File: src/rtl/lct_pkg.sv
// Shared types and constants for the LFU tag table.
`default_nettype none

package lct_pkg;

  // Field widths of one word on each side.
  localparam int KEY_W   = 64;
  localparam int LEN_W   = 32;
  localparam int USE_W   = 32;
  localparam int CNT_W   = 8;
  localparam int IDX_O_W = 7;

  // Capacity register value after reset.
  localparam logic [CNT_W-1:0] CAP_RST = 8'd128;

  // A use count stops counting at this value.
  localparam logic [USE_W-1:0] USE_MAX = 32'hFFFF_FFFF;

  // Operation carried by a command word.
  typedef enum logic {
    OP_LOOKUP = 1'b0,
    OP_INSERT = 1'b1
  } op_e;

  // One table entry as it sits in the memory.
  typedef struct packed {
    logic [KEY_W-1:0] key;
    logic [LEN_W-1:0] len;
    logic [USE_W-1:0] cnt;
  } entry_t;

  // Control from the sequencer to the compare unit.
  typedef struct packed {
    logic             clr;
    logic             vld;
    logic             find_min;
    logic [CNT_W-1:0] idx;
  } cmp_ctl_t;

  // Status from the compare unit back to the sequencer.
  typedef struct packed {
    logic             found;
    logic [CNT_W-1:0] best_idx;
    entry_t           ent;
  } cmp_stat_t;

endpackage

`default_nettype wire

File: src/rtl/lct_cmp.sv
// Shared compare unit: key match for lookups, smallest use count for eviction.
`default_nettype none

module lct_cmp (
  input  wire logic                          clk_i,
  input  wire logic                          rst_ni,
  input  wire lct_pkg::cmp_ctl_t             ctl_i,
  input  wire logic [lct_pkg::KEY_W-1:0]     key_i,
  input  wire lct_pkg::entry_t               ent_i,
  output lct_pkg::cmp_stat_t                 stat_o
);

  logic                          found_q, found_d;
  logic [lct_pkg::CNT_W-1:0]     best_idx_q, best_idx_d;
  logic [lct_pkg::USE_W-1:0]     best_cnt_q, best_cnt_d;
  lct_pkg::entry_t               ent_q, ent_d;

  // One entry is judged per cycle while vld is high. A lookup keeps the first match; the
  // eviction search keeps the first entry with a strictly smaller count.
  always_comb begin
    found_d    = found_q;
    best_idx_d = best_idx_q;
    best_cnt_d = best_cnt_q;
    ent_d      = ent_q;
    if (ctl_i.clr) begin
      found_d = 1'b0;
    end else if (ctl_i.vld) begin
      if (ctl_i.find_min) begin
        if (!found_q || (ent_i.cnt < best_cnt_q)) begin
          found_d    = 1'b1;
          best_idx_d = ctl_i.idx;
          best_cnt_d = ent_i.cnt;
        end
      end else if (!found_q && (ent_i.key == key_i)) begin
        found_d    = 1'b1;
        best_idx_d = ctl_i.idx;
        ent_d      = ent_i;
      end
    end
  end

  // Only the found flag is control state.
  always_ff @(posedge clk_i or negedge rst_ni) begin
    if (!rst_ni) begin
      found_q <= 1'b0;
    end else begin
      found_q <= found_d;
    end
  end

  // Best candidate so far.
  always_ff @(posedge clk_i) begin
    best_idx_q <= best_idx_d;
    best_cnt_q <= best_cnt_d;
    ent_q      <= ent_d;
  end

  assign stat_o.found    = found_q;
  assign stat_o.best_idx = best_idx_q;
  assign stat_o.ent      = ent_q;

endmodule

`default_nettype wire

File: config.mk
export PLATFORM = sky130hd
export DESIGN_NAME = lct_cmp
export DESIGN_NICKNAME = d
export VERILOG_FILES = /design/src/rtl/lct_pkg.sv /design/src/rtl/lct_cmp.sv
export SDC_FILE = /design/constraint.sdc
export NUM_CORES = 1
export LEC_CHECK = 0
export BUFFER_PORTS_ARGS = -buffer_cell sky130_fd_sc_hd__buf_4
export CORE_MARGIN = 5
export CORE_UTILIZATION = 45
export CTS_BUF_LIST = sky130_fd_sc_hd__clkbuf_16
export DETAILED_ROUTE_END_ITERATION = 10
export PLACE_DENSITY = 0.79
export SLEW_MARGIN = 20
export SYNTH_ARGS = -nofsm -noshare
export SYNTH_HDL_FRONTEND = slang
export SYNTH_SLANG_ARGS = --single-unit
File: constraint.sdc
create_clock -name clk_i -period 9.85 [get_ports clk_i]
set_input_delay 1.97 -clock clk_i [delete_from_list [all_inputs] [get_ports clk_i]]
set_output_delay 1.97 -clock clk_i [all_outputs]
set_load 0.02 [all_outputs]
==> results.ini, run 1 <==
[pwr]
power_per_cell_area_mw_per_mm2 = 161
power_switching_mw = 0.328
share_of_power_burned_in_combinational_logic_pct = 8.0
total_leakage_power_nw = 4.33
fraction_of_power_consumed_by_the_clock_network_pct = 42.9
p_seq_share_pct = 49.1
power_report.internal_total_mw = 1.30
power.ir.vdd_worst_v = 0.000105
power.switching_fraction_pct = 20.2

[layout]
layout.nets = 988
n_antenna_cell = 0
layout-area-overhead-vs-synth_pct = 51.6
finish.instance_area_sq_mm = 0.0101
layout-drive-gt1-share_pct = 49.3
mostFrequentLayoutCells = sky130_fd_sc_hd__buf_4, sky130_fd_sc_hd__edfxtp_1, sky130_fd_sc_hd__inv_1
layout_commonest_cell = sky130_fd_sc_hd__buf_4

[timing]
final-max-slew-violation-count = 0
rsz0062_at_grt = no
slew-limit-headroom_pct = 40.7
final.setup_skew_ns = 0.00860
final_period_util_pct = 44.6
setup_tns_ns = 0
whs_ns = 0.682
worstMarginPinSlew_ns = 0.889
finalWorstPathRequiredPeriod_ns = 4.39
final_hold_vio_count = 0
max_freq_mhz = 228
finalSetupViolations = 0

[die]
row_count = 44
die-area_sq_mm = 0.0173
die_w_um = 132
initial_core_util_pct = 45.8
chipHeight_um = 132
core_region_area_sq_mm = 0.0145
io_pins = 342

[logic_synthesis]
synth_enable_flop_cells = 168
number_of_distinct_standard_cells_referenced_by_the_synthesized_netlist = 36
post_synth.cell_area_avg_sq_um = 17.1
synth.cell_area_sq_mm = 0.00666
ys.warnings.count = 0
ys_ff_latch = 169
synthesis.instances = 390
synthDominantCellAreaShare_pct = 75.7
postSynth.asyncResetShare_pct = 0.592
seq_area_frac_synth_pct = 76.1
synth_flop_cell = sky130_fd_sc_hd__edfxtp_1
synth.largest_area_cell = sky130_fd_sc_hd__edfxtp_1
synth_area_leaders = sky130_fd_sc_hd__edfxtp_1, sky130_fd_sc_hd__ha_1, sky130_fd_sc_hd__xor2_1, sky130_fd_sc_hd__inv_1, sky130_fd_sc_hd__xnor2_1
mappedNetlistNets = 626

[worst_hold_path]
worst_min_delay_path_category = flip-flop to flip-flop
hold_depth = 2

[clock_tree]
holdBufCountCts = 0
htreeDepth = 4
worstSkewPairLatency_ns = 0.42
cts.repair.resized = 0
cts.sinks = 169
post-cts-setup-buffer-count = 0
cts_tree = done
ctsRootBufferMaster = sky130_fd_sc_hd__clkbuf_16
max_root_sink_buffers = 2
tritoncts.num_buffers = 17
clkTransAtPathRegs_ns = 0.06

[setup_path]
required_ns = 9.89
critPathMostFrequentCell = sky130_fd_sc_hd__buf_4
worstPathBufferInverterCount = 2
cp_slowest_stage_delay_ns = 0.69
worstPathMaxFanout = 70
timing.critical_path.from_type = input pin
critical_path.top_delay_family = simple AND/OR/NAND/NOR gates
worstSetupPathType = input pin to flip-flop
worstPathCellList = buf_4, xor2_1, nor4_1, nand4_1, nor4_2, nand3_1, nor2_4, buf_4
slowest_stage_cell_cp = sky130_fd_sc_hd__buf_4
critical_path.endpoint_type = flip-flop
cp.arrival_ns = 4.43
number_of_cells_on_the_critical_path = 8
ff2ff_path_depth = 8

[grt]
grt_use_total_pct = 21.3
grt_max_degree = 71
grt_pass1_wl_mm = 28.3
grt_overflow_total = 0
number_of_antenna_violations_at_the_first_check_in_global_routing = 0
number_of_global_route_vias_before_repair = 5072

[routing]
drt_iter0_drc = 258
final_antenna_net_count = 0
post-route-drc-count = 0
wire_per_inst_um = 19.9
number_of_vias_per_cell = 4.98
vias_after_detailed_routing = 4722
detail_route.first_pass.iterations = 4
route.final.wire_length_mm = 18.9

[placed_design]
dpl.hpwl_mm = 15.4
port_buf_inserts = 341
gp_congestion = 0.963
postPlaceCellArea_sq_mm = 0.00948

[flow_run]
drv.max_cap_violation_count = 0

[status]
run_status = completed

## worst paths after layout
path / from / endpoint / slack, ns
worst max-delay path: key_i[40] / stat_o[86] / 5.46
worst min-delay path: found_q / found_q / 0.68
worst max register to register: best_cnt_q[2] / best_idx_q[4] / 7.09
worst min register to register: found_q / found_q / 0.68
max in group asynchronous: rst_ni / found_q / 8.45
min in group asynchronous: rst_ni / found_q / 1.32
## power groups by stage
stage	Clock [mW]	Combinational [mW]	Sequential, mW
final	0.697	0.131	0.798
after global routing	0.738	0.144	0.798
after CTS	0.709	0.131	0.798
after detailed placement	0	0.130	0.814
after global placement	0	0.125	0.813
after floorplan	0	0.0400	0.815
## layer usage
layer | vias to the layer above | track usage (%) | wire, um
li1 | 2188 | - | -
met1 | 2237 | 23.1 | 6760
met2 | 259 | 37.2 | 9810
met3 | 38 | 7.99 | 1740
met4 | 0 | 9.31 | 595
met5 | - | 0 | 0
## sequential cells by signal, indices dropped and copies added, names as in the netlist
register / count
best_cnt_q: 32
found_q: 1
stat_o: 128
best_idx_q: 8
## tightest hold or removal path, cell delays in order (launching register included)
cell and delay, ns:
sky130_fd_sc_hd__dfrtp_1 0.38, sky130_fd_sc_hd__inv_1 0.11, sky130_fd_sc_hd__o21ai_0 0.16
## layout make-up
type                            instances  area (sq um)
Inverter                               45           169
Clock inverter                         15           198
Sequential cell                       169          5070
Clock buffer                           17           425
Tap cell                              184           230
Multi-Input combinational cell        175          1420
Timing Repair Buffer                  344          2580
Fill cell                            1047          4440
## synthesized netlist by cell type (all sizes together), types with 2 or more instances
library cell / n
inv: 45
a21o: 8
nand2: 6
edfxtp: 168
nor2b: 5
nor2: 5
nand4: 8
nor4: 10
nand2b: 6
a221oi: 3
nand3: 3
a211oi: 2
xnor2: 13
o21ai: 5
and4: 2
xor2: 37
a2111oi: 2
ha: 31
o2111ai: 2
o22ai: 5
a21oi: 10
## kinds of logic (layout without fill, tap and decap cells)
family          count (synthesis)  count (layout)  share of synthesized area, %
fa+ha+maj                      31              31                          5.82
simple gates                   53              53                          4.73
xor+xnor                       50              50                          6.57
compound gates                 41              41                          4.13
flops                         169             169                          76.1
buf+inv                        46             421                          2.65
## stage by stage
step           setup slack [ns]  cells  utilization, %  total power, mW
6_report                   5.46    949            69.5             1.63
5_1_grt                    5.37    949            69.5             1.68
4_1_cts                    5.54    949            69.5             1.64
3_5_place_dp               5.08    917            65.2            0.944
3_3_place_gp               5.11    917            65.2            0.938
2_1_floorplan             0.797    390               -            0.855
Power figures use the tool's default switching activity.
==> run 2, diff against run 1 <==
==> constraint.sdc (replaced) <==
create_clock -name clk_i -period 4.3 [get_ports clk_i]
set_input_delay 0.86 -clock clk_i [delete_from_list [all_inputs] [get_ports clk_i]]
set_output_delay 0.86 -clock clk_i [all_outputs]
set_load 0.02 [all_outputs]
==> run 2 against run 1 <==
Via count increased by 0.78%. Sequential share of layout area increased by 0.17 points. Setup slack got worse by 4.2 ns. Die area unchanged. Non-clock buffer count increased by 2. Critical path type unchanged.
==> results.ini, run 2 (synthesized netlist as in run 1, its figures left out) <==
[routing]
wire_per_inst_um = 20.0  ; +0.50%
vias_after_detailed_routing = 4759  ; +0.78%
final_antenna_net_count = 0  ; unchanged
route.final.wire_length_mm = 18.9  ; +0.18%
post-route-drc-count = 0  ; unchanged
drt_iter0_drc = 227  ; -12%
number_of_vias_per_cell = 5.03  ; +1.1%
detail_route.first_pass.iterations = 4  ; unchanged

[timing]
final_hold_vio_count = 0  ; unchanged
final-max-slew-violation-count = 0  ; unchanged
final.setup_skew_ns = 0.00533  ; -0.00327 ns
finalWorstPathRequiredPeriod_ns = 3.03
finalSetupViolations = 0  ; unchanged
final_period_util_pct = 70.4
worstMarginPinSlew_ns = 0.721  ; -0.168 ns
rsz0062_at_grt = no
slew-limit-headroom_pct = 51.8  ; +11 points
max_freq_mhz = 330
setup_tns_ns = 0  ; unchanged

[setup_path]
timing.critical_path.from_type = input pin
cp_slowest_stage_delay_ns = 0.45  ; -0.24 ns
worstPathCellList = buf_4, xor2_1, nor4_1, nand4_1, nor4_2, nand3_1, nor2_4, buf_12
critical_path.endpoint_type = flip-flop
worstReg2RegStart = best_cnt_q[2]
worstSetupPathType = input pin to flip-flop
regToRegEndpoint = best_idx_q[3]
critical_path.top_delay_family = simple AND/OR/NAND/NOR gates
worstPathMaxFanout = 38  ; -46%
worst-r2r-setup-slack_ns = 1.59  ; -5.50 ns
worstPathBufferInverterCount = 2  ; unchanged
ff2ff_path_depth = 8  ; unchanged
slowest_stage_cell_cp = sky130_fd_sc_hd__nor2_4
cp.arrival_ns = 3.13  ; -1.30 ns
required_ns = 4.41  ; -5.48 ns

[status]
run_status = completed

[die]
core_region_area_sq_mm = 0.0145  ; unchanged
die-area_sq_mm = 0.0173  ; unchanged
io_pins = 342  ; unchanged
chipHeight_um = 132  ; unchanged
die_w_um = 132  ; unchanged
row_count = 44  ; unchanged
initial_core_util_pct = 45.8  ; unchanged

[grt]
number_of_global_route_vias_before_repair = 5078  ; +0.12%
grt_overflow_total = 0  ; unchanged
grt_max_degree = 39  ; -45%
grt_pass1_wl_mm = 28.5  ; +0.61%
grt_use_total_pct = 21.4  ; +0.086 points
number_of_antenna_violations_at_the_first_check_in_global_routing = 0  ; unchanged

[clock_tree]
cts.repair.resized = 0  ; unchanged
max_root_sink_buffers = 2  ; unchanged
cts.sinks = 169  ; unchanged
tritoncts.num_buffers = 17  ; unchanged
cts_tree = done
worstSkewPairLatency_ns = 0.42  ; about the same
ctsRootBufferMaster = sky130_fd_sc_hd__clkbuf_16
post-cts-setup-buffer-count = 0  ; unchanged
clkTransAtPathRegs_ns = 0.06  ; about the same
htreeDepth = 4  ; unchanged
holdBufCountCts = 0  ; unchanged

[worst_hold_path]
worst_min_delay_path_category = input pin to async pin

[placed_design]
dpl.hpwl_mm = 15.3  ; -0.51%
gp_congestion = 0.892  ; -7.4%
port_buf_inserts = 341  ; unchanged

[pwr]
power.ir.vdd_worst_v = 0.000270  ; +160%
power_per_cell_area_mw_per_mm2 = 352  ; +120%
design_power_total_mw = 3.55  ; +120%
total_leakage_power_nw = 4.33  ; about the same

[layout]
n_antenna_cell = 0  ; unchanged
layout_commonest_cell = sky130_fd_sc_hd__buf_4
layout-drive-gt1-share_pct = 49.2  ; -0.068 points
layout-area-overhead-vs-synth_pct = 51.0
largest_register_ff_count = 128  ; unchanged
mostFrequentLayoutCells = sky130_fd_sc_hd__buf_4, sky130_fd_sc_hd__edfxtp_1, sky130_fd_sc_hd__inv_1
layout.nets = 990  ; +0.20%

[flow_run]
drv.max_cap_violation_count = 0  ; unchanged

[run 2: worst max path at each step]
stage	from	to	cells after the start
after floorplan	key_i[27]	stat_o[0]	6
after global placement	key_i[43]	stat_o[60]	8
after detailed placement	key_i[43]	stat_o[100]	8
after CTS	key_i[43]	stat_o[72]	8
after global routing	key_i[62]	stat_o[72]	8
final	key_i[62]	stat_o[98]	8
[run 2: through the flow]
stage                     area, sq um  setup WS (ns)  cells  hold slack [ns]  util [%]
final                           10100           1.27    946            0.210      69.2
after global routing            10100           1.12    946            0.187      69.2
after CTS                       10100           1.28    946            0.185      69.2
after detailed placement         9530          0.823    919            0.637      65.6
after global placement           9530          0.824    919            0.637      65.6
after floorplan                  6670        0.00860    390            0.552         -
[run 2: final cells by class]
type | instances | area (sq um)
Sequential cell | 169 | 5070
Fill cell | 977 | 4470
Timing Repair Buffer | 346 | 2640
Multi-Input combinational cell | 175 | 1430
Clock buffer | 17 | 425
Tap cell | 184 | 230
Inverter | 45 | 169
Clock inverter | 10 | 109
[run 2: layer usage]
layer / vias to the layer above / track usage, % / part of all wire (%)
met4: 0 / 7.26 / 2.2
met2: 276 / 38.2 / 53
li1: 2186 / - / -
met3: 31 / 6.65 / 8.5
met1: 2266 / 24.3 / 36
met5: - / 0 / 0
[run 2: worst register-to-register path: cells and delay by family (launching register included)]
kind | cells | cell delay (ns)
flops | 1 | 0.37
compound gates | 5 | 1.04
fa+ha+maj | 1 | 0.24
simple gates | 1 | 0.62
buf+inv | 1 | 0.07
[run 2: power breakdown]
group | leakage (nW) | total [mW] | internal (mW) | switching, mW
clock network | 0.269 | 1.41 | 0.833 | 0.580
registers | 1.53 | 1.83 | 1.83 | 0.00347
logic | 2.53 | 0.304 | 0.178 | 0.127
total | 4.33 | 3.55 | 2.84 | 0.710
